[src/hdl/rrfsp_pkg.sv]
// package: types and constants shared by the round-robin free slot picker
package rrfsp_pkg;

   localparam int MAX_SLOTS = 8;
   localparam int SLOT_BITS = $clog2(MAX_SLOTS);
   localparam int COUNT_BITS = $clog2(MAX_SLOTS + 1);
   localparam int REQ_SLOT_BITS = 8;
   localparam int CSR_INDEX_BITS = 2;
   localparam int CSR_DATA_BITS = 4;
   localparam int FIFO_DEPTH = 2;
   localparam int FIFO_PTR_BITS = $clog2(FIFO_DEPTH);
   localparam int FIFO_CNT_BITS = $clog2(FIFO_DEPTH + 1);

   typedef enum logic [1:0] {
      OP_ACQUIRE  = 2'd0,
      OP_SET_BUSY = 2'd1,
      OP_SET_FREE = 2'd2,
      OP_QUERY    = 2'd3
   } op_type;

   localparam logic [1:0] STATUS_OK        = 2'd0;
   localparam logic [1:0] STATUS_TIMEOUT   = 2'd1;
   localparam logic [1:0] STATUS_CANCELLED = 2'd2;

   localparam logic [CSR_INDEX_BITS-1:0] CSR_SLOT_COUNT    = 2'd0;
   localparam logic [CSR_INDEX_BITS-1:0] CSR_CANCELLED     = 2'd1;
   localparam logic [CSR_INDEX_BITS-1:0] CSR_NOTIFY_ENABLE = 2'd2;

   typedef struct packed {
      logic [1:0]               operation;
      logic [REQ_SLOT_BITS-1:0] slot;
   } req_type;

   typedef struct packed {
      logic [1:0]           status;
      logic [SLOT_BITS-1:0] granted_slot;
      logic                 is_busy;
      logic                 release_notice;
      logic [SLOT_BITS-1:0] released_slot;
   } rsp_type;

   typedef struct packed {
      op_type               op;
      logic [SLOT_BITS-1:0] slot;
      logic                 in_range;
   } cmd_type;

   typedef struct packed {
      logic [COUNT_BITS-1:0] eff_count;
      logic                  cancelled;
      logic                  notify_enable;
   } cfg_type;

endpackage

[src/hdl/rrfsp_front.sv]
// front end: accepts transactions, classifies them and hands them to the queue
module rrfsp_front import rrfsp_pkg::*; (
   input  logic                  clock,
   input  logic                  reset,
   input  logic                  start,
   output logic                  busy,
   input  req_type               req_payload,
   input  logic [COUNT_BITS-1:0] eff_count,
   input  logic                  fifo_full,
   output logic                  push,
   output cmd_type               push_cmd
);

   logic    stage_valid_ff, stage_valid_in;
   cmd_type stage_ff, stage_in;
   cmd_type classified;
   logic    accept;

   always_comb begin
      classified.op       = op_type'(req_payload.operation);
      classified.slot     = req_payload.slot[SLOT_BITS-1:0];
      classified.in_range = req_payload.slot < REQ_SLOT_BITS'(eff_count);
   end

   assign busy     = stage_valid_ff && fifo_full;
   assign accept   = start && !busy;
   assign push     = stage_valid_ff && !fifo_full;
   assign push_cmd = stage_ff;

   always_comb begin
      stage_valid_in = accept || (stage_valid_ff && !push);
      stage_in       = accept ? classified : stage_ff;
   end

   always_ff @(posedge clock) begin
      if (reset) begin
         stage_valid_ff <= 1'b0;
      end else begin
         stage_valid_ff <= stage_valid_in;
      end
      stage_ff <= stage_in;
   end

endmodule

[src/hdl/rrfsp_fifo.sv]
// short command queue between front end and back end
module rrfsp_fifo import rrfsp_pkg::*; (
   input  logic    clock,
   input  logic    reset,
   input  logic    push,
   input  cmd_type push_cmd,
   input  logic    pop,
   output cmd_type pop_cmd,
   output logic    full,
   output logic    empty
);

   cmd_type                  entry_ff [FIFO_DEPTH];
   logic [FIFO_PTR_BITS-1:0] wr_ptr_ff, wr_ptr_in;
   logic [FIFO_PTR_BITS-1:0] rd_ptr_ff, rd_ptr_in;
   logic [FIFO_CNT_BITS-1:0] count_ff, count_in;
   logic                     do_push, do_pop;

   assign full    = count_ff == FIFO_CNT_BITS'(FIFO_DEPTH);
   assign empty   = count_ff == '0;
   assign pop_cmd = entry_ff[rd_ptr_ff];
   assign do_push = push && !full;
   assign do_pop  = pop && !empty;

   always_comb begin
      wr_ptr_in = do_push ? wr_ptr_ff + 1'b1 : wr_ptr_ff;
      rd_ptr_in = do_pop ? rd_ptr_ff + 1'b1 : rd_ptr_ff;
      count_in  = count_ff;
      if (do_push && !do_pop) begin
         count_in = count_ff + 1'b1;
      end else if (do_pop && !do_push) begin
         count_in = count_ff - 1'b1;
      end
   end

   always_ff @(posedge clock) begin
      if (reset) begin
         wr_ptr_ff <= '0;
         rd_ptr_ff <= '0;
         count_ff  <= '0;
      end else begin
         wr_ptr_ff <= wr_ptr_in;
         rd_ptr_ff <= rd_ptr_in;
         count_ff  <= count_in;
      end
      if (do_push) begin
         entry_ff[wr_ptr_ff] <= push_cmd;
      end
   end

endmodule

[src/hdl/rrfsp_back.sv]
// back end: busy bits, round-robin pointer, slot scan and result register
module rrfsp_back import rrfsp_pkg::*; (
   input  logic    clock,
   input  logic    reset,
   input  cfg_type cfg,
   input  logic    fifo_empty,
   input  cmd_type fifo_cmd,
   output logic    pop,
   output logic    rsp_valid,
   output rsp_type rsp_payload
);

   typedef enum logic [2:0] {
      ST_IDLE = 3'b001,
      ST_WRAP = 3'b010,
      ST_SCAN = 3'b100
   } back_state_type;

   back_state_type        state_ff, state_in;
   logic [MAX_SLOTS-1:0]  busy_bits_ff, busy_bits_in;
   logic [SLOT_BITS-1:0]  ptr_ff, ptr_in;
   logic [SLOT_BITS-1:0]  idx_ff, idx_in;
   logic [COUNT_BITS-1:0] left_ff, left_in;
   logic                  rsp_valid_ff, rsp_valid_in;
   rsp_type               rsp_ff, rsp_in;
   logic [SLOT_BITS-1:0]  idx_next;

   assign pop         = (state_ff == ST_IDLE) && !fifo_empty;
   assign rsp_valid   = rsp_valid_ff;
   assign rsp_payload = rsp_ff;

   always_comb begin
      if (COUNT_BITS'(idx_ff) + 1'b1 == cfg.eff_count) begin
         idx_next = '0;
      end else begin
         idx_next = idx_ff + 1'b1;
      end
   end

   always_comb begin
      state_in     = state_ff;
      busy_bits_in = busy_bits_ff;
      ptr_in       = ptr_ff;
      idx_in       = idx_ff;
      left_in      = left_ff;
      rsp_valid_in = 1'b0;
      rsp_in       = '0;
      unique case (state_ff)
         ST_IDLE: begin
            if (pop) begin
               unique case (fifo_cmd.op)
                  OP_ACQUIRE: begin
                     if (cfg.cancelled) begin
                        rsp_valid_in  = 1'b1;
                        rsp_in.status = STATUS_CANCELLED;
                     end else if (cfg.eff_count == '0) begin
                        rsp_valid_in  = 1'b1;
                        rsp_in.status = STATUS_TIMEOUT;
                     end else begin
                        idx_in   = ptr_ff;
                        state_in = ST_WRAP;
                     end
                  end
                  OP_SET_BUSY: begin
                     rsp_valid_in = 1'b1;
                     if (fifo_cmd.in_range) begin
                        busy_bits_in[fifo_cmd.slot] = 1'b1;
                     end
                  end
                  OP_SET_FREE: begin
                     rsp_valid_in = 1'b1;
                     if (fifo_cmd.in_range && busy_bits_ff[fifo_cmd.slot]) begin
                        busy_bits_in[fifo_cmd.slot] = 1'b0;
                        if (cfg.notify_enable) begin
                           rsp_in.release_notice = 1'b1;
                           rsp_in.released_slot  = fifo_cmd.slot;
                        end
                     end
                  end
                  OP_QUERY: begin
                     rsp_valid_in   = 1'b1;
                     rsp_in.is_busy = fifo_cmd.in_range && busy_bits_ff[fifo_cmd.slot];
                  end
                  default: begin
                     rsp_valid_in = 1'b1;
                  end
               endcase
            end
         end
         ST_WRAP: begin
            // bring the start index below the slot count
            if (COUNT_BITS'(idx_ff) >= cfg.eff_count) begin
               idx_in = SLOT_BITS'(COUNT_BITS'(idx_ff) - cfg.eff_count);
            end else begin
               left_in  = cfg.eff_count;
               state_in = ST_SCAN;
            end
         end
         ST_SCAN: begin
            if (!busy_bits_ff[idx_ff]) begin
               rsp_valid_in        = 1'b1;
               rsp_in.status       = STATUS_OK;
               rsp_in.granted_slot = idx_ff;
               ptr_in              = idx_next;
               state_in            = ST_IDLE;
            end else if (left_ff == COUNT_BITS'(1)) begin
               rsp_valid_in  = 1'b1;
               rsp_in.status = STATUS_TIMEOUT;
               state_in      = ST_IDLE;
            end else begin
               left_in = left_ff - 1'b1;
               idx_in  = idx_next;
            end
         end
         default: begin
            state_in = ST_IDLE;
         end
      endcase
   end

   always_ff @(posedge clock) begin
      if (reset) begin
         state_ff     <= ST_IDLE;
         busy_bits_ff <= '0;
         ptr_ff       <= '0;
         rsp_valid_ff <= 1'b0;
      end else begin
         state_ff     <= state_in;
         busy_bits_ff <= busy_bits_in;
         ptr_ff       <= ptr_in;
         rsp_valid_ff <= rsp_valid_in;
      end
      idx_ff  <= idx_in;
      left_ff <= left_in;
      rsp_ff  <= rsp_in;
   end

endmodule

[src/hdl/round_robin_free_slot_picker.sv]
// top level: round-robin free slot picker with configuration registers
//
//   channel   ports                                   handshake
//   request   start, busy, req_payload                start && !busy
//   result    rsp_valid, rsp_payload                  one-cycle strobe
//   config    csr_valid, csr_ready, csr_index, csr_data  valid && ready
//
// set busy, set free, query and a cancelled or zero-slot acquire are answered from
// the idle state once they leave the front stage and the queue.
// other acquires first bring the pointer below the slot count in the wrap state,
// then check one busy bit per cycle over up to the slot count in the scan state.
// reset clears busy bits, pointer and registers.
// the receiver cannot stall; transactions behind an acquire wait in the queue and
// busy rises when the front stage and queue are full.
module round_robin_free_slot_picker import rrfsp_pkg::*; (
   input  logic                      clock,
   input  logic                      reset,
   input  logic                      start,
   output logic                      busy,
   input  req_type                   req_payload,
   output logic                      rsp_valid,
   output rsp_type                   rsp_payload,
   input  logic                      csr_valid,
   output logic                      csr_ready,
   input  logic [CSR_INDEX_BITS-1:0] csr_index,
   input  logic [CSR_DATA_BITS-1:0]  csr_data
);

   logic [CSR_DATA_BITS-1:0] slot_count_ff, slot_count_in;
   logic                     cancelled_ff, cancelled_in;
   logic                     notify_ff, notify_in;
   cfg_type                  cfg;
   logic                     push, pop, fifo_full, fifo_empty;
   cmd_type                  push_cmd, pop_cmd;

   assign csr_ready = 1'b1;

   always_comb begin
      slot_count_in = slot_count_ff;
      cancelled_in  = cancelled_ff;
      notify_in     = notify_ff;
      if (csr_valid && csr_ready) begin
         unique case (csr_index)
            CSR_SLOT_COUNT:    slot_count_in = csr_data;
            CSR_CANCELLED:     cancelled_in  = csr_data[0];
            CSR_NOTIFY_ENABLE: notify_in     = csr_data[0];
            default: begin
            end
         endcase
      end
   end

   always_ff @(posedge clock) begin
      if (reset) begin
         slot_count_ff <= '0;
         cancelled_ff  <= 1'b0;
         notify_ff     <= 1'b0;
      end else begin
         slot_count_ff <= slot_count_in;
         cancelled_ff  <= cancelled_in;
         notify_ff     <= notify_in;
      end
   end

   always_comb begin
      if (slot_count_ff > CSR_DATA_BITS'(MAX_SLOTS)) begin
         cfg.eff_count = COUNT_BITS'(MAX_SLOTS);
      end else begin
         cfg.eff_count = COUNT_BITS'(slot_count_ff);
      end
      cfg.cancelled     = cancelled_ff;
      cfg.notify_enable = notify_ff;
   end

   rrfsp_front u_front (
      .clock       (clock),
      .reset       (reset),
      .start       (start),
      .busy        (busy),
      .req_payload (req_payload),
      .eff_count   (cfg.eff_count),
      .fifo_full   (fifo_full),
      .push        (push),
      .push_cmd    (push_cmd)
   );

   rrfsp_fifo u_fifo (
      .clock    (clock),
      .reset    (reset),
      .push     (push),
      .push_cmd (push_cmd),
      .pop      (pop),
      .pop_cmd  (pop_cmd),
      .full     (fifo_full),
      .empty    (fifo_empty)
   );

   rrfsp_back u_back (
      .clock       (clock),
      .reset       (reset),
      .cfg         (cfg),
      .fifo_empty  (fifo_empty),
      .fifo_cmd    (pop_cmd),
      .pop         (pop),
      .rsp_valid   (rsp_valid),
      .rsp_payload (rsp_payload)
   );

`ifndef NO_ASSERTIONS
   assert property (@(posedge clock) disable iff (reset) $past(reset) |-> !rsp_valid)
      else $error("result strobe right after reset");

   assert property (@(posedge clock) disable iff (reset)
      rsp_valid && rsp_payload.status != STATUS_OK |-> rsp_payload.granted_slot == '0)
      else $error("granted slot set on a failed acquire");

   assert property (@(posedge clock) disable iff (reset)
      rsp_valid && rsp_payload.release_notice |-> notify_ff
         && COUNT_BITS'(rsp_payload.released_slot) < cfg.eff_count)
      else $error("release notice without notify or out of range");

   assert property (@(posedge clock) disable iff (reset)
      rsp_valid && rsp_payload.granted_slot != '0
         |-> COUNT_BITS'(rsp_payload.granted_slot) < cfg.eff_count)
      else $error("granted slot beyond slot count");
`endif

endmodule

[config.mk]
export PLATFORM = sky130hd
export DESIGN_NAME = round_robin_free_slot_picker
export DESIGN_NICKNAME = d
export VERILOG_FILES = /design/src/hdl/rrfsp_pkg.sv /design/src/hdl/rrfsp_front.sv /design/src/hdl/rrfsp_fifo.sv /design/src/hdl/rrfsp_back.sv /design/src/hdl/round_robin_free_slot_picker.sv
export SDC_FILE = /design/constraint.sdc
export NUM_CORES = 1
export LEC_CHECK = 0
export ABC_AREA = 1
export BUFFER_PORTS_ARGS = -buffer_cell sky130_fd_sc_hd__buf_2
export CORE_MARGIN = 3
export CORE_UTILIZATION = 63
export DETAILED_ROUTE_END_ITERATION = 12
export PLACE_DENSITY_LB_ADDON = 0.08
export SLEW_MARGIN = 10
export SYNTH_ARGS = -nofsm -noshare
export SYNTH_HDL_FRONTEND = slang
export SYNTH_SLANG_ARGS = --single-unit
export TNS_END_PERCENT = 100
[constraint.sdc]
create_clock -name clock -period 5.9 [get_ports clock]
set_input_delay 1.18 -clock clock [delete_from_list [all_inputs] [get_ports clock]]
set_output_delay 1.18 -clock clock [all_outputs]
set_load 0.01 [all_outputs]
==> flow_summary.json, run 1 <==
{
  "min_path_type": "reg2reg",
  "dp_hpwl_um": 4810,
  "clkLatencyLatePin_ns": 0.34,
  "final-setup-viol-count": 0,
  "antenna_found_initial": 0,
  "cts_buffers": 9,
  "p_sw_share_pct": 40.5,
  "coreArea_um2": 4560,
  "grt_max_degree": 22,
  "initial_core_util_pct": 68.4,
  "intPower_uw": 822,
  "synth_edf_count": 25,
  "drv_cap": 0,
  "avgViaCountPerCell": 5.38,
  "pre_cts_ws_ns": 3.47,
  "post-route-drc-count": 0,
  "die_y_um": 76.4,
  "clkPwrFrac_pct": 23.2,
  "pin_count": 33,
  "peakVddDrop_uv": 324,
  "cellLeakagePower_uw": 0.00160,
  "wl_per_cell_um": 13.4,
  "syn-cell-area_um2": 3120,
  "cts_hold_buf": 0,
  "drt-total-wl_um": 6490,
  "ys_top_cells_by_area": "edfxtp_1 24%, dfxtp_1 24%, inv_1 7.8%, nand2_1 7.7%, nor2_1 5.7%",
  "setup_tns_ns": 0,
  "row_count": 24,
  "switchingPower_uw": 558,
  "synth_flop_cell": "dfxtp_1",
  "path_clk_slew_ns": 0.07,
  "cts_resized": 0,
  "worstPathMaxFanout": 6,
  "ctsHtreeMaxLevel": 3,
  "synth.net_count": 409,
  "ys_ff_latch": 62,
  "root_buffer": "clkbuf_8",
  "critical_path_class": "reg2reg",
  "dpl.cell_count": 468,
  "syn_to_final_growth_pct": 11.3,
  "status": "complete, no violations",
  "cts_setup_buffers": 0,
  "die-area_um2": 5830,
  "grt_pass1_vias": 2536,
  "drtIter0Drc": 154,
  "period_share_pct": 42.4,
  "grtUsageTotal_pct": 24.4,
  "grt_pass1_wl_um": 11200,
  "synth_cells": 378,
  "syn_area_per_cell_um2": 8.26,
  "cp.arrival_ns": 2.52,
  "final_common_cell": "inv_1",
  "ys_types": 40,
  "whs_path_depth": 0,
  "setup_ws_ns": 3.40,
  "tightest_slew_ns": 0.679,
  "fp.dieW_um": 76.4,
  "rsz0062_at_grt": "false",
  "layout_common_cells": "65 x inv_1, 64 x nand2_1, 47 x nor2_1",
  "drive_gt1_share_pct": 14.6,
  "fin_skew_ns": 0.00557,
  "ys_seq_area_share_pct": 47.8,
  "startpoint_type": "flip-flop",
  "gp_congestion": 0.892,
  "slew_violations": 0,
  "cp.required_ns": 5.92,
  "max_freq_ghz": 0.400,
  "port_buffers": 31,
  "synth_top_area_share_pct": 24.1,
  "finalCriticalPeriod_ns": 2.50,
  "fillers": 351,
  "p_comb_share_pct": 36.1,
  "async_flop_share_pct": 0,
  "diodes": 0,
  "power.density_nw_per_um2": 397,
  "dr.pass1.iters": 5,
  "report.final.hold_viol_count": 0,
  "critPathCaptureType": "flip-flop",
  "cts_tree": "yes",
  "ys_warn_count": 0,
  "instances_no_fill": 484,
  "yosys.area.top_type": "edfxtp_1",
  "cts.path.max_buffers": 2,
  "slew_headroom_pct": 54.7,
  "grt_overflow": 0,
  "seqPwrFrac_pct": 40.7,
  "postRouteAntennaNets": 0,
  "ff2ff_path_depth": 9,
  "fin_nets": 445,
  "vias": 2605,
  "cts.sinks": 62
}
[Yosys cell counts (2+ instances only)]
cell type	number
clkbuf_1	2
dfxtp_1	37
nor2_1	47
nand2_2	3
nand4_1	12
nand3_2	3
inv_1	65
a21oi_1	23
o31ai_1	3
o22ai_1	3
xor2_1	4
ha_1	10
nand3_1	19
o211ai_1	5
edfxtp_1	25
nor4_1	4
buf_6	2
nand2_1	64
o21ai_0	18
nor3_1	9
[critical path, cell delays in order (launching register included)]
cell	delay, ns
dfxtp_1	0.44
inv_1	0.18
nand2_1	0.18
inv_1	0.09
fa_1	0.44
nor2_1	0.14
a311oi_1	0.07
o22ai_1	0.27
nor2_1	0.10
a21oi_1	0.27
[worst paths after layout]
kind / slack, ns / startpoint / endpoint
setup reg to reg: 3.40 / slot_count_ff[3] / u_back.idx_ff[2]
hold / removal: 0.45 / u_front.push_cmd[3] / u_fifo.entry_ff[1][3]
setup / recovery: 3.40 / slot_count_ff[3] / u_back.idx_ff[2]
hold reg to reg: 0.45 / u_front.push_cmd[3] / u_fifo.entry_ff[1][3]
[power groups by stage]
stage	registers, uW	logic (uW)	clock network, uW
2_1_floorplan	549	419	0
3_3_place_gp	567	477	0
3_5_place_dp	570	488	0
4_1_cts	561	491	324
5_1_grt	569	565	342
6_report	562	498	320
[metrics by stage]
stage          utilization (%)  area [um2]  hold slack, ns  total power (uW)
6_report                  76.1        3470           0.446              1380
5_1_grt                   76.1        3470           0.470              1480
4_1_cts                   76.1        3470           0.448              1380
3_5_place_dp              72.4        3300           0.434              1060
3_3_place_gp              72.4        3300           0.423              1040
2_1_floorplan                -        3120           0.421               968
[per-layer routing]
metal | global-route usage [%] | routed length [um]
met5 | 0 | 0
met4 | 10.5 | 150
met3 | 7.09 | 514
met2 | 40.1 | 3090
met1 | 30.0 | 2740
[area by class of cell]
type                       count  area [um2]  share of cell area (%)
clock buffer                  12         145                    4.18
clock inverter                 4        22.5                   0.649
inverter                      68         263                    7.57
multi-input combinational    242        1310                    37.8
sequential                    62        1490                    43.0
tap                           65        81.3                    2.34
timing repair buffer          31         155                    4.47
[cell families after synthesis]
| logic type | after synthesis | synth area share, % |
|---|---|---|
| AOI/OAI and AO/OA | 56 | 10.3 |
| muxes | 1 | 0.722 |
| and+or+nand+nor | 168 | 24.9 |
| other | 1 | 0.120 |
| buffers and inverters | 74 | 10.1 |
| xor gates and xnor gates | 5 | 1.40 |
| adders and majority gates | 11 | 4.65 |
| DFF | 62 | 47.8 |
No activity file was read; power rests on OpenSTA's default activity.
==> run 2: changes to the inputs <==
--- a/config.mk
+++ b/config.mk
@@ -8,7 +8,7 @@
 export ABC_AREA = 1
 export BUFFER_PORTS_ARGS = -buffer_cell sky130_fd_sc_hd__buf_2
 export CORE_MARGIN = 3
-export CORE_UTILIZATION = 63
+export CORE_UTILIZATION = 58
 export DETAILED_ROUTE_END_ITERATION = 12
 export PLACE_DENSITY_LB_ADDON = 0.08
 export SLEW_MARGIN = 10
==> constraint.sdc (replaced) <==
create_clock -name clock -period 2.35 [get_ports clock]
set_input_delay 0.47 -clock clock [delete_from_list [all_inputs] [get_ports clock]]
set_output_delay 0.47 -clock clock [all_outputs]
set_load 0.01 [all_outputs]
==> flow_summary.json, run 2 (synthesized netlist as in run 1, its figures left out) <==
{
  "crit_slowest_cell": "fa_1",
  "vias": 2567,
  "critPathCaptureType": "flip-flop",
  "report.final.hold_viol_count": 0,
  "ctsHtreeMaxLevel": 3,
  "root_buffer": "clkbuf_8",
  "slew_violations": 0,
  "gp_congestion": 0.960,
  "crit_buf_inv": 1,
  "final_common_cell": "inv_1",
  "port_buffers": 31,
  "final_util_pct": 69.7,
  "min_path_type": "in2reg",
  "syn_to_final_growth_pct": 14.8,
  "slew_headroom_pct": 56.8,
  "critical_path_depth": 9,
  "switchingPower_uw": 1430,
  "cts.sinks": 62,
  "period_share_pct": 94.0,
  "p_sw_share_pct": 39.5,
  "p_comb_share_pct": 36.8,
  "status": "complete, no violations",
  "cts_tree": "yes",
  "grt_max_degree": 22,
  "tightest_slew_ns": 0.647,
  "clkLatencyLatePin_ns": 0.34,
  "cp.required_ns": 2.39,
  "path_clk_slew_ns": 0.07,
  "wl_per_cell_um": 13.2,
  "postRouteAntennaNets": 0,
  "cts_buffers": 9,
  "cp.arrival_ns": 2.24,
  "cts.path.max_buffers": 2,
  "final-setup-viol-count": 0,
  "instances_no_fill": 499,
  "row_count": 26,
  "layout_common_cells": "65 x inv_1, 64 x nand2_1, 47 x nor2_1",
  "die_y_um": 79.4,
  "grt_overflow": 0,
  "pin_count": 33,
  "critical_path_class": "reg2reg",
  "dpl.cell_count": 482,
  "crit_family": "adder cells",
  "grtUsageTotal_pct": 22.9,
  "diodes": 0,
  "fin_skew_ns": 0.0152,
  "coreArea_um2": 5140,
  "drv_cap": 0,
  "max_freq_ghz": 0.453,
  "fp.dieW_um": 79.4,
  "intPower_uw": 2190,
  "finalCriticalPeriod_ns": 2.21,
  "slowest_delay_ns": 0.41,
  "grt_pass1_vias": 2418,
  "drtIter0Drc": 126,
  "antenna_found_initial": 0,
  "fin_nets": 455,
  "path_cells": "inv_1, nor2_1, ha_1, fa_1, nor2_1, a311oi_1, o22ai_1, nor2_1, a21oi_2",
  "critPathMostFrequentCell": "nor2_1",
  "power.density_nw_per_um2": 1010,
  "ff2ff_path_depth": 9,
  "rsz0062_at_grt": "true",
  "die-area_um2": 6300,
  "dr.pass1.iters": 4,
  "dp_hpwl_um": 4870,
  "drt-total-wl_um": 6570,
  "grt_pass1_wl_um": 11000,
  "startpoint_type": "flip-flop",
  "drive_gt1_share_pct": 17.0,
  "cellLeakagePower_uw": 0.00165,
  "seqPwrFrac_pct": 38.3,
  "whs_path_depth": 1,
  "avgViaCountPerCell": 5.14,
  "peakVddDrop_uv": 532,
  "initial_core_util_pct": 60.7,
  "worstPathMaxFanout": 5,
  "post-route-drc-count": 0,
  "clkPwrFrac_pct": 24.8
}
[run 2: cell count changes in the layout (fill, tap and decap cells not counted)]
cell        delta
buf_4         +10
clkinv_2       -2
a21oi_1        -1
a21oi_2        +1
bufinv_16      +1
clkbuf_1       -1
clkbuf_8       -1
clkinv_1       +1
clkinv_4       +1
clkinvlp_4     +1
dfxtp_1        -1
dfxtp_2        +1
[run 2: what timing repair did]
item / CTS / global route
gates resized for setup: 0 / 2
setup buffers: 0 / 1
hold buffers: 0 / 0
setup endpoints to repair: 0 / 7
[run 2: layout make-up]
type,instances,area (um2)
clock buffers,10,128
well taps,70,87.6
repair buffers,41,230
multi-input cells,242,1320
fillers,437,1560
inverters,68,263
flip-flops and latches,62,1490
clock inverters,6,62.6
[run 2: through the flow]
stage | area [um2] | setup slack [ns] | total power (uW) | setup TNS, ns | hold slack [ns]
4_1_cts | 3570 | 0.0802 | 3600 | 0 | 0.295
6_report | 3580 | 0.142 | 3620 | 0 | 0.308
3_3_place_gp | 3380 | 0.174 | 2670 | 0 | 0.432
5_1_grt | 3580 | -0.0455 | 3870 | -0.225 | 0.301
2_1_floorplan | 3120 | 0.168 | 2430 | 0 | 0.421
3_5_place_dp | 3380 | 0.0972 | 2690 | 0 | 0.436
[run 2: worst register-to-register path: cells and delay by family (launching register included)]
kind	cells	cell delay, ns
buf+inv	1	0.12
simple gates	3	0.31
compound gates	3	0.55
flops	1	0.30
fa+ha+maj	2	0.62
[run 2: final timing paths]
| check | slack, ns | from | to |
|---|---|---|---|
| worst max-delay path | 0.14 | slot_count_ff[0] | u_back.idx_ff[2] |
| worst min-delay path | 0.31 | req_payload[9] | u_front.push_cmd[5] |
| worst max register to register | 0.14 | slot_count_ff[0] | u_back.idx_ff[2] |
| worst min register to register | 0.45 | u_front.push_cmd[4] | u_fifo.entry_ff[1][4] |
[run 2: power by group through the flow]
| stage | sequential, uW | combinational, uW | clock, uW |
|---|---|---|---|
| detailed placement | 1400 | 1290 | 0 |
| global placement | 1400 | 1270 | 0 |
| finish | 1390 | 1330 | 897 |
| floorplan | 1380 | 1050 | 0 |
| global route | 1400 | 1510 | 957 |
| CTS | 1380 | 1300 | 914 |
[run 2: per-layer routing]
metal | track usage, % | vias to the layer above | share of wire [%]
met5 | 0 | - | 0
met3 | 5.33 | 8 | 5.1
li1 | - | 1342 | -
met2 | 38.8 | 72 | 49
met1 | 28.2 | 1145 | 44
met4 | 8.76 | 0 | 1.4
==> run 3: changes to the inputs <==
--- a/config.mk
+++ b/config.mk
@@ -11,6 +11,7 @@
 export CORE_UTILIZATION = 58
 export DETAILED_ROUTE_END_ITERATION = 12
 export PLACE_DENSITY_LB_ADDON = 0.08
+export RECOVER_POWER = 100
 export SLEW_MARGIN = 10
 export SYNTH_ARGS = -nofsm -noshare
 export SYNTH_HDL_FRONTEND = slang
==> flow_summary.json, run 3 (synthesized netlist as in run 1, its figures left out) <==
{
  "port_buffers": 31,
  "coreArea_um2": 5140,
  "cellLeakagePower_uw": 0.00158,
  "report.final.hold_viol_count": 0,
  "rsz0062_at_grt": "true",
  "diodes": 0,
  "cts_buffers": 9,
  "grt_pass1_wl_um": 11000,
  "dr.pass1.iters": 4,
  "peakVddDrop_uv": 532,
  "initial_core_util_pct": 60.7,
  "ctsHtreeMaxLevel": 3,
  "final-setup-viol-count": 0,
  "drv_cap": 0,
  "critical_path_class": "reg2reg",
  "setup_tns_ns": 0,
  "r2r_start": "slot_count_ff[0]",
  "ff2ff_path_depth": 9,
  "fin_skew_ns": 0.0155,
  "cp.arrival_ns": 2.23,
  "cts.sinks": 62,
  "min_path_type": "in2reg",
  "path_clk_slew_ns": 0.07,
  "startpoint_type": "flip-flop",
  "row_count": 26,
  "drtIter0Drc": 132,
  "cp.required_ns": 2.38,
  "max_freq_ghz": 0.455,
  "status": "complete, no violations",
  "grtUsageTotal_pct": 22.9,
  "postRouteAntennaNets": 0,
  "r2r_setup_slack_ns": 0.15,
  "slew_headroom_pct": 56.3,
  "dp_hpwl_um": 4870,
  "final_common_cell": "inv_1",
  "fin_nets": 455,
  "cts.path.max_buffers": 2,
  "drive_gt1_share_pct": 12.8,
  "period_share_pct": 93.6,
  "rr_endpoint": "u_back.idx_ff[2]",
  "pin_count": 33,
  "die-area_um2": 6300,
  "instances_no_fill": 499,
  "drt-total-wl_um": 6550,
  "wl_per_cell_um": 13.1,
  "avgViaCountPerCell": 5.15,
  "finalCriticalPeriod_ns": 2.20,
  "post-route-drc-count": 0,
  "die_y_um": 79.4,
  "clkLatencyLatePin_ns": 0.34,
  "grt_max_degree": 22,
  "root_buffer": "clkbuf_8",
  "fp.dieW_um": 79.4,
  "dpl.cell_count": 482,
  "grt_pass1_vias": 2418,
  "gp_congestion": 0.960,
  "worstPathMaxFanout": 5,
  "crit_end": "u_back.idx_ff[2]",
  "cts_tree": "yes",
  "critPathCaptureType": "flip-flop",
  "power.density_nw_per_um2": 1010,
  "tightest_slew_ns": 0.654,
  "syn_to_final_growth_pct": 13.8,
  "grt_overflow": 0,
  "holdWs_ns": 0.310,
  "antenna_found_initial": 0,
  "slew_violations": 0,
  "cp-startpoint": "slot_count_ff[0]",
  "final_util_pct": 69.1,
  "vias": 2569,
  "setup_ws_ns": 0.151,
  "layout_common_cells": "65 x inv_1, 64 x nand2_1, 47 x nor2_1",
  "pre_cts_ws_ns": 0.0972
}
[run 3: cell types whose count changed in the layout (fill, tap and decap cells not counted), sizes merged]
cell,before,now
buf,41,24
clkbuf,10,27
[run 3: what timing repair did]
| action | CTS | global route |
|---|---|---|
| hold buffers | 0 | 0 |
| setup endpoints to repair | 0 | 7 |
| gates resized for setup | 0 | 2 |
| setup buffers | 0 | 1 |
[run 3: worst min-delay path by stage]
stage	cells past startpoint	start	slack, ns	end
6_report	1	req_payload[9]	0.31	u_front.push_cmd[5]
3_5_place_dp	0	u_front.push_cmd[4]	0.44	u_fifo.entry_ff[1][4]
5_1_grt	1	req_payload[9]	0.30	u_front.push_cmd[5]
2_1_floorplan	0	u_front.push_cmd[0]	0.42	u_fifo.entry_ff[0][0]
3_3_place_gp	0	u_front.push_cmd[4]	0.43	u_fifo.entry_ff[0][4]
4_1_cts	1	req_payload[9]	0.30	u_front.push_cmd[5]
[run 3: final cells by class]
class | instances | area (um2)
Clock inverter | 6 | 62.6
Tap cell | 70 | 87.6
Sequential cell | 62 | 1490
Timing Repair Buffer | 41 | 206
Clock buffer | 10 | 128
Inverter | 68 | 263
Multi-Input combinational cell | 242 | 1310
Fill cell | 445 | 1590
[run 3: critical path: stages, from the launching register on]
cell and delay (ns):
dfxtp_1 0.30, inv_1 0.11, nor2_1 0.06, ha_1 0.21, fa_1 0.41, nor2_1 0.14
a311oi_1 0.07, o22ai_1 0.28, nor2_1 0.11, a21oi_2 0.20
[run 3: power by group]
group,switching [uW],internal (uW)
Combinational,901,420
Sequential,112,1270
Clock,412,486
Total,1420,2180
[run 3: metrics by stage]
step,power (uW),instance area (um2)
2_1_floorplan,2430,3120
6_report,3600,3550
3_3_place_gp,2670,3380
4_1_cts,3600,3570
3_5_place_dp,2690,3380
5_1_grt,3850,3550
[run 3: per-layer routing]
layer  up-vias  share of wire [%]  global-route usage [%]
met5         -                  0                       0
met4         0                1.5                    8.76
met3         8                5.0                    5.33
met2        67                 49                    38.8
met1      1152                 45                    28.2
li1       1342                  -                       -
